$ cat config.mk
export PLATFORM = sky130hd
export DESIGN_NAME = one_button_clock_controller
export DESIGN_NICKNAME = d
export VERILOG_FILES = /design/src/rtl/obcc_pkg.sv /design/src/rtl/obcc_press_classifier.sv /design/src/rtl/obcc_mode_ctrl.sv /design/src/rtl/one_button_clock_controller.sv
export SDC_FILE = /design/constraint.sdc
export NUM_CORES = 1
export LEC_CHECK = 0
export BUFFER_PORTS_ARGS = -buffer_cell sky130_fd_sc_hd__buf_2
export CELL_PAD_IN_SITES_DETAIL_PLACEMENT = 1
export CELL_PAD_IN_SITES_GLOBAL_PLACEMENT = 1
export CORE_MARGIN = 4
export CORE_UTILIZATION = 41
export DETAILED_ROUTE_END_ITERATION = 7
export PLACE_DENSITY = 0.75
export SKIP_LAST_GASP = 1
export SLEW_MARGIN = 0
export SYNTH_ARGS = -nofsm -noshare
export SYNTH_HDL_FRONTEND = slang
export SYNTH_SLANG_ARGS = --single-unit
export TNS_END_PERCENT = 50
$ cat constraint.sdc
create_clock -name clock -period 4.1 [get_ports clock]
set_input_delay 0.82 -clock clock [delete_from_list [all_inputs] [get_ports clock]]
set_output_delay 0.82 -clock clock [all_outputs]
set_load 0.05 [all_outputs]
$ cat src/rtl/obcc_pkg.sv
// Shared types, codes and helper functions for the one-button clock controller.
// No dependencies; every other file in rtl refers to this package by scoped names.

package obcc_pkg;

   localparam logic [3:0] BLANK_DIGIT = 4'd15;
   localparam logic [4:0] MAX_HOURS   = 5'd23;
   localparam logic [5:0] MAX_MINUTES = 6'd59;

   localparam int CSR_INDEX_W = 2;
   localparam int CSR_DATA_W  = 8;

   localparam logic [CSR_INDEX_W-1:0] CSR_BOUNCE      = 2'd0;
   localparam logic [CSR_INDEX_W-1:0] CSR_SHORT_LIMIT = 2'd1;
   localparam logic [CSR_INDEX_W-1:0] CSR_LONG_LIMIT  = 2'd2;
   localparam logic [CSR_INDEX_W-1:0] CSR_HOLD_CAP    = 2'd3;

   localparam logic [7:0] BOUNCE_RESET      = 8'd2;
   localparam logic [7:0] SHORT_LIMIT_RESET = 8'd20;
   localparam logic [7:0] LONG_LIMIT_RESET  = 8'd30;
   localparam logic [7:0] HOLD_CAP_RESET    = 8'd100;

   localparam logic [1:0] MODE_CLOCK   = 2'd0;
   localparam logic [1:0] MODE_HOURS   = 2'd1;
   localparam logic [1:0] MODE_MINUTES = 2'd2;

   localparam logic [1:0] PRESS_NONE  = 2'd0;
   localparam logic [1:0] PRESS_SHORT = 2'd1;
   localparam logic [1:0] PRESS_LONG  = 2'd2;

   typedef struct packed {
      logic [7:0] bounce_ticks;
      logic [7:0] short_limit_ticks;
      logic [7:0] long_limit_ticks;
      logic [7:0] hold_cap_ticks;
   } cfg_type;

   typedef struct packed {
      logic       button_down;
      logic [5:0] rtc_hours_bcd;
      logic [6:0] rtc_minutes_bcd;
   } req_type;

   typedef struct packed {
      logic [3:0] tube_0;
      logic [3:0] tube_1;
      logic [3:0] tube_2;
      logic [3:0] tube_3;
      logic       backlight_on;
      logic [1:0] in_setting;
      logic       write_time;
      logic [5:0] new_hours_bcd;
      logic [6:0] new_minutes_bcd;
   } rsp_type;

   // Packed BCD to binary, clamped at limit. Tens times ten is two shifts and an add.
   function automatic logic [6:0] bcd_to_bin(input logic [2:0] tens, input logic [3:0] units,
                                             input logic [6:0] limit);
      logic [6:0] value;
      value = {1'b0, tens, 3'b000} + {3'b000, tens, 1'b0} + {3'b000, units};
      return (value > limit) ? limit : value;
   endfunction

   // Tens digit of a value below 64, by a compare ladder.
   function automatic logic [2:0] tens_of(input logic [5:0] value);
      logic [2:0] tens;
      if (value >= 6'd60) begin
         tens = 3'd6;
      end else if (value >= 6'd50) begin
         tens = 3'd5;
      end else if (value >= 6'd40) begin
         tens = 3'd4;
      end else if (value >= 6'd30) begin
         tens = 3'd3;
      end else if (value >= 6'd20) begin
         tens = 3'd2;
      end else if (value >= 6'd10) begin
         tens = 3'd1;
      end else begin
         tens = 3'd0;
      end
      return tens;
   endfunction

   function automatic logic [3:0] units_of(input logic [5:0] value);
      logic [2:0] tens;
      logic [5:0] diff;
      tens = tens_of(value);
      diff = value - ({tens, 3'b000} >> 0) - {2'b00, tens, 1'b0};
      return diff[3:0];
   endfunction

endpackage

$ cat src/rtl/obcc_press_classifier.sv
// Hold counter and press classification for the one-button clock controller.
// Depends on obcc_pkg for the configuration struct and the press codes.

module obcc_press_classifier (
   input  logic             clock,
   input  logic             reset,
   input  logic             step_en,
   input  logic             button_down,
   input  obcc_pkg::cfg_type cfg,
   output logic [1:0]       press
);

   logic [7:0] hold_count_ff;
   logic [7:0] hold_count_in;
   logic [8:0] hold_inc;

   always_comb begin
      hold_inc      = {1'b0, hold_count_ff} + 9'd1;
      hold_count_in = hold_count_ff;
      press         = obcc_pkg::PRESS_NONE;
      if (button_down) begin
         hold_count_in = (hold_inc > {1'b0, cfg.hold_cap_ticks}) ? cfg.hold_cap_ticks
                                                                  : hold_inc[7:0];
      end else if (hold_count_ff != 8'd0) begin
         // Tests run in order; the first that matches decides.
         if (hold_count_ff < cfg.bounce_ticks) begin
            press = obcc_pkg::PRESS_NONE;
         end else if (hold_count_ff < cfg.short_limit_ticks) begin
            press = obcc_pkg::PRESS_SHORT;
         end else if (hold_count_ff > cfg.long_limit_ticks) begin
            press = obcc_pkg::PRESS_LONG;
         end
         hold_count_in = 8'd0;
      end
   end

   always_ff @(posedge clock) begin
      if (reset) begin
         hold_count_ff <= 8'd0;
      end else if (step_en) begin
         hold_count_ff <= hold_count_in;
      end
   end

endmodule

$ cat src/rtl/obcc_mode_ctrl.sv
// Mode state machine, time editing, backlight and tube display of the controller.
// Depends on obcc_pkg for mode and press codes, the result struct and BCD helpers.

module obcc_mode_ctrl (
   input  logic             clock,
   input  logic             reset,
   input  logic             step_en,
   input  logic [1:0]       press,
   input  logic [5:0]       rtc_hours_bcd,
   input  logic [6:0]       rtc_minutes_bcd,
   output obcc_pkg::rsp_type result
);

   logic [1:0] mode_ff, mode_in;
   logic [4:0] edit_hours_ff, edit_hours_in;
   logic [5:0] edit_minutes_ff, edit_minutes_in;
   logic       time_changed_ff, time_changed_in;
   logic       light_ff, light_in;
   logic       write_time;
   logic [6:0] latch_hours;
   logic [6:0] latch_minutes;
   logic [2:0] write_hours_tens;

   always_comb begin
      mode_in         = mode_ff;
      edit_hours_in   = edit_hours_ff;
      edit_minutes_in = edit_minutes_ff;
      time_changed_in = time_changed_ff;
      light_in        = light_ff;
      write_time      = 1'b0;
      latch_hours     = obcc_pkg::bcd_to_bin({1'b0, rtc_hours_bcd[5:4]}, rtc_hours_bcd[3:0],
                                             {2'b00, obcc_pkg::MAX_HOURS});
      latch_minutes   = obcc_pkg::bcd_to_bin(rtc_minutes_bcd[6:4], rtc_minutes_bcd[3:0],
                                             {1'b0, obcc_pkg::MAX_MINUTES});
      case (mode_ff)
         obcc_pkg::MODE_HOURS: begin
            if (press == obcc_pkg::PRESS_SHORT) begin
               edit_hours_in   = (edit_hours_ff >= obcc_pkg::MAX_HOURS) ? 5'd0
                                                                         : edit_hours_ff + 5'd1;
               time_changed_in = 1'b1;
            end else if (press == obcc_pkg::PRESS_LONG) begin
               mode_in = obcc_pkg::MODE_MINUTES;
            end
         end
         obcc_pkg::MODE_MINUTES: begin
            if (press == obcc_pkg::PRESS_SHORT) begin
               edit_minutes_in = (edit_minutes_ff >= obcc_pkg::MAX_MINUTES) ? 6'd0
                                                                  : edit_minutes_ff + 6'd1;
               time_changed_in = 1'b1;
            end else if (press == obcc_pkg::PRESS_LONG) begin
               write_time = time_changed_ff;
               mode_in    = obcc_pkg::MODE_CLOCK;
            end
         end
         default: begin
            // The unused mode code behaves as clock mode.
            mode_in = obcc_pkg::MODE_CLOCK;
            if (press == obcc_pkg::PRESS_SHORT) begin
               light_in = ~light_ff;
            end else if (press == obcc_pkg::PRESS_LONG) begin
               edit_hours_in   = latch_hours[4:0];
               edit_minutes_in = latch_minutes[5:0];
               time_changed_in = 1'b0;
               mode_in         = obcc_pkg::MODE_HOURS;
            end
         end
      endcase
   end

   // The result reflects the state after this item's update.
   always_comb begin
      write_hours_tens       = obcc_pkg::tens_of({1'b0, edit_hours_ff});
      result.backlight_on    = light_in;
      result.in_setting      = mode_in;
      result.write_time      = write_time;
      result.new_hours_bcd   = 6'd0;
      result.new_minutes_bcd = 7'd0;
      if (write_time) begin
         result.new_hours_bcd   = {write_hours_tens[1:0],
                                   obcc_pkg::units_of({1'b0, edit_hours_ff})};
         result.new_minutes_bcd = {obcc_pkg::tens_of(edit_minutes_ff),
                                   obcc_pkg::units_of(edit_minutes_ff)};
      end
      case (mode_in)
         obcc_pkg::MODE_HOURS: begin
            result.tube_0 = {1'b0, obcc_pkg::tens_of({1'b0, edit_hours_in})};
            result.tube_1 = obcc_pkg::units_of({1'b0, edit_hours_in});
            result.tube_2 = obcc_pkg::BLANK_DIGIT;
            result.tube_3 = obcc_pkg::BLANK_DIGIT;
         end
         obcc_pkg::MODE_MINUTES: begin
            result.tube_0 = obcc_pkg::BLANK_DIGIT;
            result.tube_1 = obcc_pkg::BLANK_DIGIT;
            result.tube_2 = {1'b0, obcc_pkg::tens_of(edit_minutes_in)};
            result.tube_3 = obcc_pkg::units_of(edit_minutes_in);
         end
         default: begin
            result.tube_0 = {2'b00, rtc_hours_bcd[5:4]};
            result.tube_1 = rtc_hours_bcd[3:0];
            result.tube_2 = {1'b0, rtc_minutes_bcd[6:4]};
            result.tube_3 = rtc_minutes_bcd[3:0];
         end
      endcase
   end

   always_ff @(posedge clock) begin
      if (reset) begin
         mode_ff         <= obcc_pkg::MODE_CLOCK;
         edit_hours_ff   <= 5'd0;
         edit_minutes_ff <= 6'd0;
         time_changed_ff <= 1'b0;
         light_ff        <= 1'b0;
      end else if (step_en) begin
         mode_ff         <= mode_in;
         edit_hours_ff   <= edit_hours_in;
         edit_minutes_ff <= edit_minutes_in;
         time_changed_ff <= time_changed_in;
         light_ff        <= light_in;
      end
   end

   a_hours_range: assert property (@(posedge clock) disable iff (reset)
      edit_hours_ff <= obcc_pkg::MAX_HOURS)
      else $error("edited hours out of range");

   a_minutes_range: assert property (@(posedge clock) disable iff (reset)
      edit_minutes_ff <= obcc_pkg::MAX_MINUTES)
      else $error("edited minutes out of range");

   a_write_from_minutes: assert property (@(posedge clock) disable iff (reset)
      (step_en && write_time) |-> (mode_ff == obcc_pkg::MODE_MINUTES && time_changed_ff))
      else $error("time write outside minute setting");

   a_write_ends_setting: assert property (@(posedge clock) disable iff (reset)
      (step_en && write_time) |=> (mode_ff == obcc_pkg::MODE_CLOCK))
      else $error("time write did not return to clock mode");

   a_hold_when_idle: assert property (@(posedge clock) disable iff (reset)
      !step_en |=> ($stable(mode_ff) && $stable(light_ff)))
      else $error("mode state changed without an item");

endmodule

$ cat src/rtl/one_button_clock_controller.sv
// One-button clock controller: an item accepted at one edge is in the input register,
// its result enters the result register with rsp_valid high once that register is free,
// and stays there until taken. Throughput is one item per cycle unless rsp_ready stalls it;
// the update logic between the two registers is the only path and holds no loop.
// Reset (synchronous, active high) returns the thresholds to 2, 20, 30 and 100,
// clears the hold counter, selects clock mode with the backlight off, and empties
// both pipeline registers. Depends on obcc_pkg, obcc_press_classifier, obcc_mode_ctrl.

module one_button_clock_controller (
   input  logic                                 clock,
   input  logic                                 reset,
   input  logic                                 req_valid,
   output logic                                 req_ready,
   input  obcc_pkg::req_type                    req_data,
   output logic                                 rsp_valid,
   input  logic                                 rsp_ready,
   output obcc_pkg::rsp_type                    rsp_data,
   input  logic                                 csr_we,
   input  logic [obcc_pkg::CSR_INDEX_W-1:0]     csr_index,
   input  logic [obcc_pkg::CSR_DATA_W-1:0]      csr_wdata
);

   obcc_pkg::cfg_type cfg_ff;
   obcc_pkg::req_type in_data_ff;
   obcc_pkg::rsp_type out_data_ff;
   obcc_pkg::rsp_type result;
   logic              in_valid_ff;
   logic              out_valid_ff;
   logic              out_free;
   logic              step_en;
   logic [1:0]        press;

   // The result register frees up when empty or being drained this cycle.
   assign out_free  = !out_valid_ff || rsp_ready;
   assign step_en   = in_valid_ff && out_free;
   assign req_ready = !in_valid_ff || out_free;
   assign rsp_valid = out_valid_ff;
   assign rsp_data  = out_data_ff;

   always_ff @(posedge clock) begin
      if (reset) begin
         cfg_ff.bounce_ticks      <= obcc_pkg::BOUNCE_RESET;
         cfg_ff.short_limit_ticks <= obcc_pkg::SHORT_LIMIT_RESET;
         cfg_ff.long_limit_ticks  <= obcc_pkg::LONG_LIMIT_RESET;
         cfg_ff.hold_cap_ticks    <= obcc_pkg::HOLD_CAP_RESET;
      end else if (csr_we) begin
         case (csr_index)
            obcc_pkg::CSR_BOUNCE:      cfg_ff.bounce_ticks      <= csr_wdata;
            obcc_pkg::CSR_SHORT_LIMIT: cfg_ff.short_limit_ticks <= csr_wdata;
            obcc_pkg::CSR_LONG_LIMIT:  cfg_ff.long_limit_ticks  <= csr_wdata;
            obcc_pkg::CSR_HOLD_CAP:    cfg_ff.hold_cap_ticks    <= csr_wdata;
            default: begin
            end
         endcase
      end
   end

   always_ff @(posedge clock) begin
      if (reset) begin
         in_valid_ff  <= 1'b0;
         out_valid_ff <= 1'b0;
      end else begin
         if (req_ready) begin
            in_valid_ff <= req_valid;
         end
         if (out_free) begin
            out_valid_ff <= in_valid_ff;
         end
      end
   end

   always_ff @(posedge clock) begin
      if (req_valid && req_ready) begin
         in_data_ff <= req_data;
      end
      if (step_en) begin
         out_data_ff <= result;
      end
   end

   obcc_press_classifier u_classifier (
      .clock       (clock),
      .reset       (reset),
      .step_en     (step_en),
      .button_down (in_data_ff.button_down),
      .cfg         (cfg_ff),
      .press       (press)
   );

   obcc_mode_ctrl u_mode_ctrl (
      .clock           (clock),
      .reset           (reset),
      .step_en         (step_en),
      .press           (press),
      .rtc_hours_bcd   (in_data_ff.rtc_hours_bcd),
      .rtc_minutes_bcd (in_data_ff.rtc_minutes_bcd),
      .result          (result)
   );

endmodule
==> results of run 1 <==
==> cell families (layout without fill, tap and decap cells) <==
group / count (synthesis) / in the layout / share of synthesized area, %
AO/OA/AOI/OAI: 180 / 180 / 18.9
multiplexers: 19 / 19 / 2.93
AND/OR/NAND/NOR: 254 / 254 / 17.8
adder cells (fa/ha/maj): 67 / 67 / 13.0
buffers and inverters: 96 / 200 / 5.79
XOR/XNOR: 24 / 24 / 3.19
flip-flops: 103 / 103 / 38.3
==> report_power, final <==
group	leakage [nW]	internal (mW)	switching (mW)	total [mW]
logic	2.34	0.163	0.278	0.441
clock network	0.135	0.429	0.382	0.811
registers	0.897	1.12	0.0360	1.15
total	3.37	1.71	0.696	2.40
==> cell type report <==
cell class	instances	share of cell area (%)
Sequential cell	103	31.5
Multi-Input combinational cell	544	49.2
Clock inverter	5	0.436
Timing Repair Buffer	122	9.58
Inverter	62	2.93
Tap cell	216	3.36
Clock buffer	11	3.02
==> metal layers <==
metal  GRT usage [%]  up-vias
met5               0        -
met4            6.28        0
met3            2.94       29
met2            35.0      106
met1            28.2     2870
li1                -     2831
==> worst max-delay path by stage <==
stage,start,to,slack (ns)
after global placement,u_classifier.hold_count_ff[1]$_SDFFE_PP0P_,rsp_data[20]$_DFFE_PP_,0.16
after global routing,in_data_ff[4]$_DFFE_PP_,rsp_data[19]$_DFFE_PP_,-0.12
after floorplan,u_classifier.hold_count_ff[0]$_SDFFE_PP0P_,rsp_data[20]$_DFFE_PP_,0.09
after CTS,u_classifier.hold_count_ff[0]$_SDFFE_PP0P_,rsp_data[28]$_DFFE_PP_,-0.04
after detailed placement,u_classifier.hold_count_ff[1]$_SDFFE_PP0P_,rsp_data[28]$_DFFE_PP_,-0.09
final,cfg_ff[28]$_SDFFE_PP0P_,rsp_data[28]$_DFFE_PP_,0.05
==> worst max-delay path, cell delays in order (launching register included) <==
cell and delay (ns):
dfxtp_2 0.32, inv_2 0.05, ha_4 0.25, nor2b_4 0.11, nand4_1 0.11, or4_4 0.61
a21oi_2 0.19, buf_6 0.17, a41oi_1 0.12, nor3_1 0.37, a221oi_2 0.07, buf_4 0.17
a21oi_4 0.15, ha_4 0.24, a211oi_4 0.26, a31oi_2 0.08, or4b_4 0.53, nand4_1 0.11
==> state kept, by name, summed over array words and instances (netlist names) <==
name / flops
u_mode_ctrl.edit_hours_ff: 5
cfg_ff: 32
in_valid_ff: 1
u_mode_ctrl.time_changed_ff: 1
u_mode_ctrl.light_ff: 1
in_data_ff: 14
u_mode_ctrl.mode_ff: 2
rsp_valid: 1
u_mode_ctrl.edit_minutes_ff: 6
u_classifier.hold_count_ff: 8
rsp_data: 32
==> layout by cell type (no fill, tap or decap), drive strengths merged, types with 3 or more instances in the layout <==
master / count
buf: 122
nor2: 86
nand2: 85
ha: 63
inv: 62
a21oi: 59
dfxtp: 57
edfxtp: 46
o21ai: 34
a211oi: 19
nand3: 18
mux2i: 17
xnor2: 15
clkbuf: 11
nor3: 11
a31oi: 10
o21a: 9
nand4: 9
xor2: 9
a211o: 9
nand2b: 8
nor2b: 8
nand3b: 7
a21o: 5
and2: 5
and3: 4
a2111oi: 4
clkinv: 4
o211ai: 3
a311o: 3
a41oi: 3
a311oi: 3
fa: 3
==> what timing repair did <==
| action | in CTS | in global routing |
|---|---|---|
| endpoints found under the setup margin | 2 | 7 |
| pin swaps | 2 | 25 |
| buffers inserted | 1 | 27 |
| gates resized for setup | 3 | 68 |
==> flow_summary.toml, run 1 <==
[status]
status = "complete, no violations"

[placement]
dpl.hpwl_um = 14100
port_buffers = 63
placed_cell_area_um2 = 7260
dp_slack_ns = -0.0889
dpl.cell_count = 1019
place_congestion = 0.910

[synthesis]
yosysSeqAreaShare_pct = 38.3
ys.warnings.count = 0
synth-seq-cells = 103
synth_top_cell_by_area = "edfxtp_1"
ys_top_cells_by_count = "nor2_1, nand2_1, ha_1"
ys_types = 75
synth_edf_count = 46
async_reset_ff_share_pct = 0
synth-main-ff-cell = "dfxtp_1"
avgSynthCellArea_um2 = 8.86
yosysTopAreaCellShare_pct = 21.0
synthesis.area_um2 = 6590
yosys.cell_count.top_type = "nor2_1"
synth_area_leaders = "edfxtp_1, dfxtp_1, ha_1"
synthCells = 743
syn-num-nets = 838

[route]
vias = 5836
top_layer_used = "met4"
wirelength_um = 19600
drtIter0Drc = 313
post-route-drc-count = 0
viasPerCell = 5.49
met1_length_um = 9090
postRouteAntennaNets = 0
avgRoutedWirePerCell_um = 18.5
dr_wl_met2_um = 9560
wl_met3_um = 620
first_pass_iters = 4

[floorplanning]
ios = 64
row_count = 46
core_um2 = 15800
dieArea_um2 = 18200
initial_core_util_pct = 41.6
die_y_um = 135
die_x_um = 135

[worst_setup_path]
r2r-end = "rsp_data[28]$_DFFE_PP_"
reg2reg_from = "cfg_ff[28]$_SDFFE_PP0P_"
critPathLaunchType = "register"
r2r_cells = 17
r2r_slack_ns = 0.05
crit_path_max_fanout = 11
end_kind = "register"
critical_path_class = "reg2reg"
worstPathArrival_ns = 4.27
cp.required_ns = 4.32

[clocking]
clkSinkCount = 103
path_clk_slew_ns = 0.07
cts_tree = "yes"
ctsHoldBuffers = 0
clk_latency_ns = 0.36
root_buffer = "clkbuf_16"
cts-buffers-inserted = 9
cts.path.max_buffers = 2
cts_max_level = 3

[cells_and_area]
nFillCells = 1867
register_area_um2 = 2530
multi_input_area_um2 = 3950
syn2layout_area_growth_pct = 22.0
fin_nets = 937
drive_gt1_share_pct = 25.3
postLayoutCellArea_um2 = 8030
final_cells = 1063
antenna_cells = 0
utilization_pct = 50.8

[sta]
hold_ws_ns = 0.466
fmax_mhz = 247
min_period_over_period_pct = 98.8
tightest_slew_ns = 0.686
fin_ws_ns = 0.0501
rsz0062_at_grt = "true"
fin_setup_tns_ns = 0
setup_violations = 0
hold_violations = 0
maxSlewHeadroom_pct = 54.2
finClkSkew_ns = 0.00689
period_needed_ns = 4.05
report.final.slew_viol_count = 0

[hold_path]
holdCritStartpoint = "cfg_ff[15]$_SDFFE_PP0P_"
worstHoldEndpoint = "cfg_ff[15]$_SDFFE_PP0P_"
holdPathStages = 2
hold_class = "reg2reg"

[flow_run]
maxCapViolCount = 0

[power_and_ir_drop]
power_mw = 2.40
power.density_nw_per_um2 = 299
peakVddDrop_v = 0.000216
leakage_nw = 3.37

[grt]
overflow = 0
grt_usage_pct = 20.9
grt_pass1_wl_um = 30600
grt_max_degree = 37
antenna_found_initial = 0
grt_pass1_vias = 6083
Note: power is estimated with default switching activity, not from simulation.
==> inputs of run 2 (changes only) <==
Settings changed: ABC_AREA set to 1, CORE_UTILIZATION 41 to 45, PLACE_DENSITY 0.75 to 0.8.
Clock period 4.1 ns to 4.2 ns, I/O delays scaled along.
==> run 2 against run 1 <==
Against the previous run:
- via count grew 2.5%
- critical path depth rose by 8
- routed wire length decreased by 5.7%
- hold slack better by 0.0013 ns
- sequential power about the same
- critical path type unchanged
==> flow_summary.toml, run 2 <==
[status]
status = "complete, no violations"

[sta]
report.final.slew_viol_count = 0
period_needed_ns = 3.93
finClkSkew_ns = 0.00961
setup_violations = 0
tightest_slew_ns = 1.11
maxSlewHeadroom_pct = 25.7
hold_violations = 0
fin_ws_ns = 0.268
min_period_over_period_pct = 93.6
fmax_mhz = 254
fin_setup_tns_ns = 0

[synthesis]
synthesis.area_um2 = 6720
synth-main-ff-cell = "dfxtp_1"
ys_top_cells_by_count = "nand2_1, inv_1, a21oi_1"
syn-num-nets = 935
synth_area_leaders = "edfxtp_1, dfxtp_1, ha_1"
yosys.cell_count.top_type = "nand2_1"
synthCells = 840
yosysSeqAreaShare_pct = 37.6
synth_edf_count = 46
ys.warnings.count = 0
synth_top_cell_by_area = "edfxtp_1"
async_reset_ff_share_pct = 0
yosysTopAreaCellShare_pct = 20.6
avgSynthCellArea_um2 = 7.99
synth-seq-cells = 103
ys_types = 52

[clocking]
cts.path.max_buffers = 2
root_buffer = "clkbuf_16"
clk_latency_ns = 0.36
clkSinkCount = 103
cts-buffers-inserted = 9
cts_tree = "yes"
ctsHoldBuffers = 0
path_clk_slew_ns = 0.07
cts_max_level = 3

[hold_path]
hold_class = "reg2reg"

[worst_setup_path]
critical_path_class = "reg2reg"
end_kind = "register"
worstPathArrival_ns = 4.03
cpLargestDelayFamily = "adder cells"
crit_path_max_fanout = 6
cp.required_ns = 4.30
cp_slowest_stage_delay_ns = 0.51
critPathLaunchType = "register"
path_buf_inv = 5
crit_slowest_cell = "fa_1"

[placement]
dpl.cell_count = 1063
dp_slack_ns = -0.0678
placed_cell_area_um2 = 7130
port_buffers = 63
dpl.hpwl_um = 14100
place_congestion = 0.861

[route]
avgRoutedWirePerCell_um = 17.1
viasPerCell = 5.53
postRouteAntennaNets = 0
vias = 5982
wirelength_um = 18500
post-route-drc-count = 0
first_pass_iters = 4
drtIter0Drc = 302

[grt]
grt_max_degree = 39
overflow = 0
grt_pass1_wl_um = 30500
grt_pass1_vias = 6411
antenna_found_initial = 0
grt_usage_pct = 22.8

[flow_run]
maxCapViolCount = 0

[cells_and_area]
layout_common_cells = "nand2_1, inv_1, a21oi_1"
postLayoutCellArea_um2 = 7460
drive_gt1_share_pct = 15.9
antenna_cells = 0
multi_input_area_um2 = 3600
register_area_um2 = 2520
final_common_cell = "nand2_1"
final_cells = 1082
syn2layout_area_growth_pct = 11.1
nFillCells = 1826
fin_nets = 988

[floorplanning]
row_count = 44
die_x_um = 130
initial_core_util_pct = 46.0
dieArea_um2 = 16900
die_y_um = 130
core_um2 = 14600
ios = 64

[power_and_ir_drop]
leakage_nw = 3.44
power.density_nw_per_um2 = 345
peakVddDrop_v = 0.000200
run 2: cell count changes after synthesis, moves of 20 or more:
cell,delta
nand2_1,+66
nor2_1,-22
a21oi_1,+30
inv_1,+55
o21ai_0,+20
run 2: final cells by class:
cell class / instances / area share [%]
sequential: 103 / 33.8
clock buffer: 10 / 3.35
clock inverter: 6 / 0.537
inverter: 120 / 6.04
tap: 184 / 3.09
timing repair buffer: 70 / 4.93
multi-input combinational: 589 / 48.3
run 2: worst reg2reg max path, stage by stage, from the launching register on:
cell and delay [ns]:
edfxtp_1 0.38, inv_1 0.09, fa_1 0.51, inv_1 0.08
fa_2 0.40, nand2_1 0.07, inv_1 0.04, o21ai_2 0.18
nand3_2 0.11, nand2_1 0.09, inv_1 0.06, o21ai_0 0.16
nand3_1 0.11, nand2_2 0.12, inv_2 0.08, ha_1 0.19
nor2_1 0.10, nand3_1 0.10, nand3_2 0.10, nand2_2 0.07
nand2_2 0.08, nand2_2 0.08, ha_1 0.22, xnor2_1 0.12
nand2_1 0.08, a21oi_2 0.06
run 2: final timing paths:
kind | startpoint | to | slack, ns | cells after the start
hold / removal | cfg_ff[29]$_SDFFE_PP0P_ | cfg_ff[29]$_SDFFE_PP0P_ | 0.47 | 2
setup reg to reg | in_data_ff[4]$_DFFE_PP_ | rsp_data[19]$_DFFE_PP_ | 0.27 | 25
setup / recovery | in_data_ff[4]$_DFFE_PP_ | rsp_data[19]$_DFFE_PP_ | 0.27 | 25
hold reg to reg | cfg_ff[29]$_SDFFE_PP0P_ | cfg_ff[29]$_SDFFE_PP0P_ | 0.47 | 2
run 2: logic make-up (layout without fill, tap and decap cells):
family	Yosys count	count (layout)	share of synthesized area, %
buffers and inverters	148	206	9.04
AOI/OAI and AO/OA	201	201	17.4
adders and majority gates	66	66	12.6
and+or+nand+nor	301	301	20.6
DFF	103	103	37.6
xor gates and xnor gates	21	21	2.74
run 2: metal layers:
layer | track usage [%] | vias up | part of all wire (%) | wire [µm]
met3 | 4.01 | 37 | 3.4 | 638
li1 | - | 2909 | - | -
met5 | 0 | - | 0 | 0
met2 | 45.0 | 115 | 55 | 10300
met1 | 23.4 | 2921 | 38 | 7110
met4 | 8.86 | 0 | 2.7 | 492
run 2: report_power, final:
part | leakage [nW] | switching [mW] | total (mW) | internal [mW]
logic | 2.38 | 0.393 | 0.593 | 0.200
registers | 0.909 | 0.0389 | 1.14 | 1.10
clock network | 0.149 | 0.406 | 0.846 | 0.440
total | 3.44 | 0.838 | 2.58 | 1.74
run 2: through the flow:
stage               hold slack, ns  util [%]  power [mW]
floorplan                    0.435         -        1.59
global placement             0.447      48.9        1.71
detailed placement           0.459      48.9        1.75
CTS                          0.472      50.9        2.59
global route                 0.509      51.1        2.72
finish                       0.467      51.1        2.58
run 2: timing repair:
| action | 4_1_cts | 5_1_grt |
|---|---|---|
| gates resized for setup | 1 | 5 |
| endpoints found under the setup margin | 2 | 3 |
| setup buffers | 0 | 3 |
| pin swaps | 0 | 4 |
